### config.mk
export PLATFORM = sky130hd
export DESIGN_NAME = bmp_rle8_decoder_unit
export DESIGN_NICKNAME = d
export VERILOG_FILES = /design/src/rtl/bmpr_pkg.sv /design/src/rtl/bmpr_parser.sv /design/src/rtl/bmpr_out_buf.sv /design/src/rtl/bmp_rle8_decoder_unit.sv
export SDC_FILE = /design/constraint.sdc
export NUM_CORES = 1
export LEC_CHECK = 0
export ABC_CLOCK_PERIOD_IN_PS = 7500
export BUFFER_PORTS_ARGS = -buffer_cell sky130_fd_sc_hd__buf_2
export CAP_MARGIN = 20
export CORE_ASPECT_RATIO = 0.6
export CORE_MARGIN = 3
export CORE_UTILIZATION = 60
export DETAILED_ROUTE_END_ITERATION = 12
export PLACE_DENSITY_LB_ADDON = 0.2
export SYNTH_ARGS = -nofsm -noshare
export SYNTH_HDL_FRONTEND = slang
export SYNTH_SLANG_ARGS = --single-unit
### constraint.sdc
create_clock -name aclk -period 7.5 [get_ports aclk]
set_input_delay 0 -clock aclk [delete_from_list [all_inputs] [get_ports aclk]]
set_output_delay 0 -clock aclk [all_outputs]
set_load 0.02 [all_outputs]
### src/rtl/bmpr_pkg.sv
// bmpr_pkg: shared types and constants for the bmp rle8 decoder
// parse phases, escape codes and the result record passed to the output buffer
// no dependencies
package bmpr_pkg;

    localparam int CodeW  = 8;
    localparam int WidthW = 16;
    localparam int CountW = 24;

    localparam logic [CodeW-1:0] EscEndOfLine   = 8'd0;
    localparam logic [CodeW-1:0] EscEndOfBitmap = 8'd1;
    localparam logic [CodeW-1:0] EscDelta       = 8'd2;

    typedef enum logic [2:0] {
        PH_FIRST   = 3'd0,
        PH_VALUE   = 3'd1,
        PH_ESCAPE  = 3'd2,
        PH_DX      = 3'd3,
        PH_DY      = 3'd4,
        PH_LITERAL = 3'd5,
        PH_PAD     = 3'd6
    } phase_t;

    typedef struct packed {
        logic              valid;
        logic [CodeW-1:0]  value;
        logic [CountW-1:0] count;
        logic              eoi;
    } run_rec_t;

endpackage

### src/rtl/bmpr_parser.sv
// bmpr_parser: rle8 parse state machine, one code byte per accepted item
// produces at most one result per item; uses bmpr_pkg
module bmpr_parser
    import bmpr_pkg::*;
(
    input  logic              aclk,
    input  logic              aresetn,
    input  logic              accept,
    input  logic [CodeW-1:0]  code_byte,
    input  logic [WidthW-1:0] image_width,
    output run_rec_t          res
);

    phase_t            phase_reg, phase_next;
    logic [CodeW-1:0]  held_count_reg, held_count_next;
    logic [CodeW-1:0]  held_dx_reg, held_dx_next;
    logic              pad_pending_reg, pad_pending_next;
    logic              image_done_reg, image_done_next;
    logic [CodeW-1:0]  count_dec;
    logic [CountW-1:0] delta_total;

    assign count_dec   = held_count_reg - 8'd1;
    assign delta_total = CountW'(held_dx_reg) + CountW'(image_width) * CountW'(code_byte);

    // next state
    always_comb begin
        phase_next       = phase_reg;
        held_count_next  = held_count_reg;
        held_dx_next     = held_dx_reg;
        pad_pending_next = pad_pending_reg;
        image_done_next  = image_done_reg;
        if (accept && !image_done_reg) begin
            unique case (phase_reg)
                PH_VALUE: begin
                    phase_next = PH_FIRST;
                end
                PH_ESCAPE: begin
                    if (code_byte == EscEndOfLine) begin
                        phase_next = PH_FIRST;
                    end else if (code_byte == EscEndOfBitmap) begin
                        phase_next      = PH_FIRST;
                        image_done_next = 1'b1;
                    end else if (code_byte == EscDelta) begin
                        phase_next = PH_DX;
                    end else begin
                        held_count_next  = code_byte;
                        pad_pending_next = code_byte[0];
                        phase_next       = PH_LITERAL;
                    end
                end
                PH_DX: begin
                    held_dx_next = code_byte;
                    phase_next   = PH_DY;
                end
                PH_DY: begin
                    phase_next = PH_FIRST;
                end
                PH_LITERAL: begin
                    held_count_next = count_dec;
                    if (count_dec == '0) begin
                        phase_next = pad_pending_reg ? PH_PAD : PH_FIRST;
                    end
                end
                PH_PAD: begin
                    pad_pending_next = 1'b0;
                    phase_next       = PH_FIRST;
                end
                default: begin
                    if (code_byte == '0) begin
                        phase_next = PH_ESCAPE;
                    end else begin
                        held_count_next = code_byte;
                        phase_next      = PH_VALUE;
                    end
                end
            endcase
        end
    end

    // result for the item being accepted
    always_comb begin
        res = '0;
        if (accept && !image_done_reg) begin
            unique case (phase_reg)
                PH_VALUE: begin
                    res.valid = 1'b1;
                    res.value = code_byte;
                    res.count = CountW'(held_count_reg);
                end
                PH_ESCAPE: begin
                    if (code_byte == EscEndOfBitmap) begin
                        res.valid = 1'b1;
                        res.eoi   = 1'b1;
                    end
                end
                PH_DY: begin
                    // an empty delta gives no result
                    res.valid = (delta_total != '0);
                    res.count = delta_total;
                end
                PH_LITERAL: begin
                    res.valid = 1'b1;
                    res.value = code_byte;
                    res.count = CountW'(1);
                end
                default: begin
                    res = '0;
                end
            endcase
        end
    end

    always_ff @(posedge aclk) begin
        if (!aresetn) begin
            phase_reg       <= PH_FIRST;
            held_count_reg  <= '0;
            held_dx_reg     <= '0;
            pad_pending_reg <= 1'b0;
            image_done_reg  <= 1'b0;
        end else begin
            phase_reg       <= phase_next;
            held_count_reg  <= held_count_next;
            held_dx_reg     <= held_dx_next;
            pad_pending_reg <= pad_pending_next;
            image_done_reg  <= image_done_next;
        end
    end

    a_done_silent: assert property (@(posedge aclk) disable iff (!aresetn)
        image_done_reg |-> !res.valid)
        else $error("result produced after end of image");

    a_literal_count: assert property (@(posedge aclk) disable iff (!aresetn)
        (phase_reg == PH_LITERAL) |-> (held_count_reg != '0))
        else $error("literal phase with zero count");

    a_run_nonzero: assert property (@(posedge aclk) disable iff (!aresetn)
        (res.valid && !res.eoi) |-> (res.count != '0))
        else $error("run result with zero length");

endmodule

### src/rtl/bmpr_out_buf.sv
// bmpr_out_buf: two-entry result queue between parser and the master channel
// lets the input side keep accepting while one result waits; uses bmpr_pkg
module bmpr_out_buf
    import bmpr_pkg::*;
(
    input  logic              aclk,
    input  logic              aresetn,
    input  run_rec_t          wr_res,
    output logic              full,
    output logic              m_valid,
    input  logic              m_ready,
    output logic [CodeW-1:0]  m_value,
    output logic [CountW-1:0] m_count,
    output logic              m_eoi
);

    run_rec_t   entry_reg [2];
    logic       wr_ptr_reg, wr_ptr_next;
    logic       rd_ptr_reg, rd_ptr_next;
    logic [1:0] fill_reg, fill_next;
    logic       wr_en, rd_en;

    assign wr_en   = wr_res.valid;
    assign m_valid = (fill_reg != 2'd0);
    assign rd_en   = m_valid && m_ready;
    assign full    = (fill_reg == 2'd2);
    assign m_value = entry_reg[rd_ptr_reg].value;
    assign m_count = entry_reg[rd_ptr_reg].count;
    assign m_eoi   = entry_reg[rd_ptr_reg].eoi;

    always_comb begin
        wr_ptr_next = wr_ptr_reg ^ wr_en;
        rd_ptr_next = rd_ptr_reg ^ rd_en;
        fill_next   = fill_reg + {1'b0, wr_en} - {1'b0, rd_en};
    end

    always_ff @(posedge aclk) begin
        if (wr_en) begin
            entry_reg[wr_ptr_reg] <= wr_res;
        end
    end

    always_ff @(posedge aclk) begin
        if (!aresetn) begin
            wr_ptr_reg <= 1'b0;
            rd_ptr_reg <= 1'b0;
            fill_reg   <= 2'd0;
        end else begin
            wr_ptr_reg <= wr_ptr_next;
            rd_ptr_reg <= rd_ptr_next;
            fill_reg   <= fill_next;
        end
    end

    a_fill_range: assert property (@(posedge aclk) disable iff (!aresetn)
        fill_reg != 2'd3)
        else $error("result queue overfilled");

    a_no_write_full: assert property (@(posedge aclk) disable iff (!aresetn)
        full |-> !wr_en)
        else $error("result written into a full queue");

    a_write_shows: assert property (@(posedge aclk) disable iff (!aresetn)
        (fill_reg == 2'd0 && wr_en) |=> m_valid)
        else $error("written result not presented");

endmodule

### src/rtl/bmp_rle8_decoder_unit.sv
// bmp_rle8_decoder_unit: top level of the bmp rle8 stream decoder
// holds the apb width register; uses bmpr_pkg, bmpr_parser, bmpr_out_buf
//
// usage:
//   s_axis: one compressed rle8 byte per item in s_tdata.
//   m_axis: one pixel run per item; m_tdata = {repeat_count, pixel_value},
//   m_tuser = end_of_image. delta escapes give a zero-value run, the end of
//   bitmap escape gives value 0, count 0 with end_of_image set.
//   apb: register 0 at byte address 0 is image_width (16 bits, reset 1);
//   write only while the block is idle.
// timing:
//   one byte accepted per cycle while the result queue is not full; each
//   result enters the queue at the accept edge of its byte. bytes that
//   produce nothing (count, escape, pad, anything after end of image)
//   leave no result. the parse state machine updates at the accept edge
//   and the 16x8 delta product feeds straight into a two-entry result queue.
// reset and stall:
//   aresetn (synchronous, active low) returns to the start of a pair, clears
//   the end-of-image flag and empties the queue. when m_tready is low the
//   queue holds up to two results; s_tready drops only while it is full.
module bmp_rle8_decoder_unit
    import bmpr_pkg::*;
(
    input  logic        aclk,
    input  logic        aresetn,
    // s_tdata: [7:0] code_byte
    input  logic        s_tvalid,
    output logic        s_tready,
    input  logic [7:0]  s_tdata,
    // m_tdata: [7:0] pixel_value, [31:8] repeat_count
    output logic        m_tvalid,
    input  logic        m_tready,
    output logic [31:0] m_tdata,
    // m_tuser: [0] end_of_image
    output logic        m_tuser,
    input  logic        psel,
    input  logic        penable,
    input  logic        pwrite,
    input  logic [2:0]  paddr,
    input  logic [31:0] pwdata,
    output logic [31:0] prdata,
    output logic        pready
);

    logic [WidthW-1:0] image_width_reg;
    logic              accept;
    logic              q_full;
    run_rec_t          res;
    logic [CodeW-1:0]  out_value;
    logic [CountW-1:0] out_count;

    assign pready   = 1'b1;
    assign prdata   = (paddr[2] == 1'b0) ? {16'd0, image_width_reg} : 32'd0;
    assign s_tready = !q_full;
    assign accept   = s_tvalid && s_tready;
    assign m_tdata  = {out_count, out_value};

    always_ff @(posedge aclk) begin
        if (!aresetn) begin
            image_width_reg <= WidthW'(1);
        end else if (psel && penable && pwrite && pready && paddr[2] == 1'b0) begin
            image_width_reg <= pwdata[WidthW-1:0];
        end
    end

    bmpr_parser u_parser (
        .aclk        (aclk),
        .aresetn     (aresetn),
        .accept      (accept),
        .code_byte   (s_tdata),
        .image_width (image_width_reg),
        .res         (res)
    );

    bmpr_out_buf u_out_buf (
        .aclk    (aclk),
        .aresetn (aresetn),
        .wr_res  (res),
        .full    (q_full),
        .m_valid (m_tvalid),
        .m_ready (m_tready),
        .m_value (out_value),
        .m_count (out_count),
        .m_eoi   (m_tuser)
    );

endmodule

==> qor.csv, run 1 <==
stage;metric;value;unit
outcome;outcome;completed;
clocking;# clock sinks;108;
timing;RSZ-0062 raised after global routing;no;
floorplanning;Die Width;167.6;um
placed_design;HPWL after DPL;16550;um
floorplanning;die span in y;103.0;um
yosys;average size of a mapped cell;9.650;um2
critical_path;critical path, cell by cell;nand2_1 -> fa_1 -> fa_1 -> fa_1 -> fa_1 -> inv_1 -> ha_1 -> a21oi_1 -> o21ai_1 -> or3_1 -> or2_2 -> mux2_2 -> a221oi_1 -> nand4_1 -> o311ai_1 -> ha_1 -> inv_1 -> ha_1 -> xnor2_1 -> xnor2_1 -> and2_1;
yosys;Ys Warns;0;
critical_path;CP endpoint kind;flop;
power;combinational power share;0.317;
yosys;Most used DFF post-synth;edfxtp_1;
timing;TNS Setup;0;ns
grt;vias in the first global route;6808;
finish;most frequent cells in the layout;nand2_1, inv_1, fa_1;
clocking;CTS Buf Count;9;
finish;Final Core Density;0.6910;
timing;Final Critical Period;6.873;ns
clocking;# hold bufs at CTS;16;
placed_design;GP Congestion;0.9288;
critical_path;CP max stage delay;0.76;ns
finish;non-filler cells, final;1232;
floorplanning;Cell Rows;34;
hold_path;worst min-delay path category;primary input to flop;
job;max_cap viols;0;
critical_path;Worst Path Class, Setup;flop to flop;
detailed_routing;DRT Pass-1 Iters;5;
power;net switching power;635.5;uW
power;sw frac;0.3492;
power;Pwr per Cell Area;176.9;nW/um2
detailed_routing;WL final;22370;um
yosys;mapped cell area;9399;um2
finish;ANT cells;0;
yosys;Post-synth ARST share;0;
yosys;sequential fraction of the synthesis area;0.3003;
detailed_routing;DR vias;7075;
clocking;clock-pin slew on the worst setup and hold paths;0.08;ns
finish;fraction of layout cells with a size suffix above 1;0.1451;
yosys;EDFF count, synth;66;
power;clock network power share;0.281;
grt;global-route wire length before repair;35980;um
grt;largest net degree at the start of global routing;43;
finish;Area Overhead vs Synth;9.465;%
power;Pleak;4.171;nW
clocking;H-tree depth;3;
yosys;cells after synthesis;974;
power;Power Internal;1.184;mW
placed_design;placed insts;1200;
timing;Max-slew headroom;0.3204;
clocking;worst skew pair latency;0.35;ns
floorplanning;Core Area;14890;um2
critical_path;WP buf/inv;2;
critical_path;Slowest-stage cell, CP;o311ai_1;
timing;Setup violations, final;0;
critical_path;crit-path most repeated cell;fa_1;
floorplanning;die area;17250;um2
critical_path;CP Max Fanout;10;
critical_path;Arrival @ worst endpoint;7.13;ns
power;Seq pwr share;0.402;
detailed_routing;Residual DRC;0;
timing;Setup WS post-layout;0.6267;ns
finish;max FFs per register;66;
timing;Worst-Margin Slew;1.017;ns
grt;GRT overflow;0;
critical_path;Top delay family on crit path;adder cells;
critical_path;Critical Path Source Type;flop;
clocking;cts repair resizes;0;
detailed_routing;WL/cell;18.16;um
grt;initial antenna violation count;0;
yosys;post-synthesis cell type count;66;
finish;Final #Nets;1229;
placed_design;IO Port Bufs;82;
detailed_routing;DR vias/cell;5.743;
power;total power;1.820;mW
yosys;flops & latches, synth;108;
critical_path;WP data required;7.76;ns
finish;commonest non-fill, non-tap cell in the layout;nand2_1;
power;Max IR drop VDD;0.1645;mV
placed_design;pre-CTS WS;0.7686;ns
detailed_routing;initial detailed-routing violation count;633;
clocking;CTS root buffer;clkbuf_16;
timing;fin crit share;0.9164;
finish;fill count;1137;
grt;All-Layer GR Usage;0.2652;
timing;fmax;145.5;MHz
clocking;CTS tree;built;
detailed_routing;Final ANT Viol Nets;0;
clocking;setup bufs post-CTS;0;
timing;skew final;0.009841;ns
floorplanning;Ports;118;
clocking;CTS max path bufs;2;
critical_path;reg2reg setup slack;0.63;ns
timing;Fin. Hold Viols;0;
timing;max-slew violations;0;
floorplanning;starting density of the core;0.6313;
-- layout make-up --
cell class | count | area, um2 | share of cell area
multi-input cells | 706 | 5894 | 0.5729
flip-flops and latches | 108 | 2823 | 0.2744
repair buffers | 106 | 630.6 | 0.06129
inverters | 98 | 367.9 | 0.03575
well taps | 198 | 247.7 | 0.02408
clock buffers | 9 | 225.2 | 0.02189
clock inverters | 7 | 100.1 | 0.009729
-- worst paths after layout --
path / start / to / cells after the start
setup / recovery: image_width_reg[12] / u_out_buf.fill_reg[1] / 21
hold reg to reg: u_parser.image_done_reg / u_parser.image_done_reg / 1
hold / removal: m_tready / flop / 4
setup reg to reg: image_width_reg[12] / u_out_buf.fill_reg[1] / 21
-- per-stage QoR --
stage          cell area (um2)  hold slack [ns]
2_1_floorplan             9455          0.07811
3_3_place_gp              9803           0.2148
3_5_place_dp              9803           0.2175
4_1_cts                  10290           0.1100
5_1_grt                  10290           0.1382
6_report                 10290           0.1084
-- power by group through the flow --
stage	Combinational [mW]	Sequential (mW)	Clock, mW
2_1_floorplan	0.435	0.723	0
3_3_place_gp	0.556	0.741	0
3_5_place_dp	0.566	0.743	0
4_1_cts	0.575	0.730	0.517
5_1_grt	0.631	0.738	0.541
6_report	0.577	0.731	0.512
-- cells by family after synthesis --
family                   share of synthesized area
AO/OA/AOI/OAI                              0.08932
adder cells (fa/ha/maj)                     0.2732
flip-flops                                  0.3003
AND/OR/NAND/NOR                             0.1888
other                                    0.0007990
XOR/XNOR                                   0.01864
multiplexers                               0.05045
buffers and inverters                      0.07854
-- Yosys cell counts, drive strengths merged (8+ instances only) --
cell type / number / area (um2)
fa: 92 / 1842
nor2: 42 / 157.7
and3: 17 / 106.4
edfxtp: 66 / 1982
a21oi: 29 / 160.2
mux2i: 8 / 80.08
nand2: 134 / 503.0
nor3: 13 / 65.06
ha: 58 / 725.7
buf: 28 / 186.4
dfxtp: 42 / 840.8
xor2: 9 / 78.83
and2: 61 / 381.6
mux2: 35 / 394.1
a21boi: 15 / 112.6
o21ai: 33 / 165.2
inv: 98 / 367.9
nand2b: 8 / 50.05
clkbuf: 49 / 183.9
xnor2: 11 / 96.34
nor2b: 32 / 200.2
-- metal layers --
metal | global-route usage | wire [um] | vias to the layer above
met5 | 0 | 0 | -
met4 | 0.04400 | 232 | 0
met3 | 0.07739 | 2523 | 22
met2 | 0.3726 | 9002 | 344
met1 | 0.4131 | 10610 | 3407
li1 | - | - | 3302
-- worst min-delay path, stage by stage --
cell and delay, ns:
buf_2 0.07, and2_1 0.16, xnor2_1 0.10, nor2b_1 0.10
(Power assumes the default switching activity.)
==> inputs of run 2 (changes only) <==
GPL_ROUTABILITY_DRIVEN = 0   (was not set)
PLACE_DENSITY = 0.82   (was not set)
PLACE_DENSITY_LB_ADDON = not set   (was 0.2)
==> run 2 against run 1 <==
Cell count down 0.32%. Utilization is 0.29 points lower. First-iteration DRC count up 1.1%. Clock power fell by 5.3%. Critical path depth unchanged. Global-route usage grew 0.28 points. Highest routed layer unchanged.
==> qor.csv, run 2 (same netlist as run 1, synthesis figures left out) <==
stage;metric;value;unit;change
timing;fin crit share;0.9350;;+0.01861
clocking;CTS root buffer;clkbuf_16;;
grt;global-route wire length before repair;36400;um;+1.2%
clocking;CTS max path bufs;2;;unchanged
critical_path;CP max stage delay;0.88;ns;+0.12 ns
floorplanning;Ports;118;;unchanged
finish;Sequential Area;2823;um2;unchanged
critical_path;WP data required;7.75;ns;about the same
clocking;CTS tree;built;;
grt;largest net degree at the start of global routing;43;;unchanged
detailed_routing;WL final;22590;um;+0.97%
floorplanning;Cell Rows;34;;unchanged
critical_path;RR Endpoint;u_out_buf.fill_reg[1];;
timing;Final Critical Period;7.013;ns;+0.1396 ns
power;Power Internal;1.155;mW;-2.5%
floorplanning;die span in y;103.0;um;unchanged
hold_path;worst min-delay path category;primary input to flop;;
floorplanning;die area;17250;um2;unchanged
detailed_routing;DR vias/cell;5.814;;+1.2%
detailed_routing;Residual DRC;0;;unchanged
power;Pwr per Cell Area;175.5;nW/um2;-0.77%
placed_design;IO Port Bufs;82;;unchanged
grt;GRT overflow;0;;unchanged
power;net switching power;642.9;uW;+1.2%
timing;Setup WS post-layout;0.4871;ns;-0.1396 ns
critical_path;Critical Path Source Type;flop;;
power;total power;1.798;mW;-1.2%
detailed_routing;DRT Pass-1 Iters;5;;unchanged
finish;area of the multi-input gates;5894;um2;unchanged
grt;initial antenna violation count;0;;unchanged
placed_design;HPWL after DPL;16370;um;-1.1%
clocking;H-tree depth;3;;unchanged
outcome;outcome;completed;;
timing;max-slew violations;0;;unchanged
placed_design;pre-CTS WS;0.7472;ns;-0.02139 ns
grt;All-Layer GR Usage;0.2681;;+0.002847
grt;vias in the first global route;7090;;+4.1%
critical_path;R2R cell count;21;;unchanged
clocking;worst skew pair latency;0.36;ns;about the same
finish;most frequent cells in the layout;nand2_1, inv_1, fa_1;;
finish;fraction of layout cells with a size suffix above 1;0.1417;;-0.003320
critical_path;worst flop-to-flop path startpoint;image_width_reg[13];;
finish;Final #Nets;1225;;-0.33%
hold_path;min-delay src;m_tready;;
detailed_routing;Final ANT Viol Nets;0;;unchanged
finish;Area Overhead vs Synth;8.999;%;
clocking;clock-pin slew on the worst setup and hold paths;0.08;ns;about the same
power;Max IR drop VDD;0.1574;mV;-4.3%
critical_path;CP endpoint kind;flop;;
finish;ANT cells;0;;unchanged
timing;fmax;142.6;MHz;-2.0%
power;combinational power share;0.323;;+0.006
timing;Setup violations, final;0;;unchanged
detailed_routing;initial detailed-routing violation count;640;;+1.1%
hold_path;Hold Crit Endpoint;u_out_buf.rd_ptr_reg;;
detailed_routing;DR vias;7139;;+0.90%
timing;skew final;0.01287;ns;+0.003026 ns
finish;fill count;1178;;+3.6%
critical_path;CP Max Fanout;10;;unchanged
timing;Fin. Hold Viols;0;;unchanged
power;Seq pwr share;0.407;;+0.005
critical_path;Slowest-stage cell, CP;o311ai_1;;
job;max_cap viols;0;;unchanged
critical_path;Worst Path Class, Setup;flop to flop;;
clocking;CTS Buf Count;9;;unchanged
hold_path;hold path depth;4;;unchanged
detailed_routing;WL/cell;18.39;um;+1.3%
floorplanning;starting density of the core;0.6313;;unchanged
critical_path;Arrival @ worst endpoint;7.26;ns;+0.13 ns
timing;RSZ-0062 raised after global routing;no;;
power;clock network power share;0.270;;-0.011
floorplanning;Die Width;167.6;um;unchanged
power;Pleak;4.145;nW;-0.64%
timing;Worst-Margin Slew;1.090;ns;+0.07245 ns
power;sw frac;0.3575;;+0.008304
clocking;# clock sinks;108;;unchanged
timing;TNS Setup;0;ns;unchanged
finish;max FFs per register;66;;unchanged
floorplanning;Core Area;14890;um2;unchanged
critical_path;reg2reg setup slack;0.49;ns;-0.14 ns
critical_path;critical path, cell by cell;nand2_1 -> fa_1 -> fa_1 -> fa_1 -> fa_1 -> inv_1 -> ha_1 -> a21oi_1 -> o21ai_1 -> or3_1 -> or2_2 -> mux2_2 -> a221oi_1 -> nand4_1 -> o311ai_1 -> ha_1 -> inv_1 -> ha_1 -> xnor2_1 -> xnor2_1 -> and2_1;;
finish;commonest non-fill, non-tap cell in the layout;nand2_1;;
critical_path;crit-path most repeated cell;fa_1;;
timing;Max-slew headroom;0.2720;;-0.04840
-- run 2: changes by cell type in the layout (fill, tap and decap cells not counted) --
cell and change:
inv_12 +1, bufinv_16 -1, buf_4 -4
-- run 2: metal layers --
layer	share of wire	track usage	routed length [um]
met2	0.41	0.3906	9164
met3	0.13	0.09808	2887
met5	0	0	0
met4	0.016	0.06977	356
met1	0.45	0.3836	10180
-- run 2: area by class of cell --
class / instances / share of cell area
inverters: 98 / 0.03591
clock buffers: 9 / 0.02198
flip-flops and latches: 108 / 0.2755
repair buffers: 102 / 0.05862
well taps: 198 / 0.02418
clock inverters: 7 / 0.008427
multi-input cells: 706 / 0.5754
-- run 2: metrics by stage --
step	instances	hold WS, ns	cell area [um2]	utilization
after floorplan	989	0.07811	9455	-
after CTS	1228	0.09782	10240	0.6881
after global placement	1196	0.2183	9773	0.6564
final	1228	0.1075	10240	0.6881
after detailed placement	1196	0.2154	9773	0.6564
after global routing	1228	0.1449	10240	0.6881
-- run 2: worst max-delay path: cells and delay by family (launching register included) --
kind / cells / cell delay (ns)
adder cells (fa/ha/maj): 7 / 2.98
AO/OA/AOI/OAI: 4 / 1.57
multiplexers: 1 / 0.29
AND/OR/NAND/NOR: 5 / 1.14
XOR/XNOR: 2 / 0.21
buffers and inverters: 2 / 0.10
flip-flops: 1 / 0.60
-- run 2: timing repair --
item / CTS / global route
hold endpoints to repair: 16 / 0
gates resized for setup: 0 / 0
setup buffers: 0 / 0
hold buffers: 16 / 0
-- run 2: how the worst max path moves through the flow --
stage,start,endpoint,slack [ns],cells past startpoint
5_1_grt,image_width_reg[12],u_out_buf.fill_reg[1],0.16,21
3_5_place_dp,image_width_reg[13],u_out_buf.fill_reg[1],0.75,21
6_report,image_width_reg[13],u_out_buf.fill_reg[1],0.49,21
2_1_floorplan,image_width_reg[9],u_out_buf.entry_reg[0][0],1.51,17
4_1_cts,image_width_reg[12],u_out_buf.fill_reg[1],0.69,21
3_3_place_gp,image_width_reg[10],u_out_buf.fill_reg[1],0.82,21
-- run 2: power by group through the flow --
stage / Sequential (mW) / Combinational, mW / Clock (mW)
finish: 0.733 / 0.581 / 0.485
global route: 0.737 / 0.636 / 0.515
CTS: 0.730 / 0.578 / 0.494
detailed placement: 0.743 / 0.568 / 0
global placement: 0.740 / 0.555 / 0
floorplan: 0.723 / 0.435 / 0
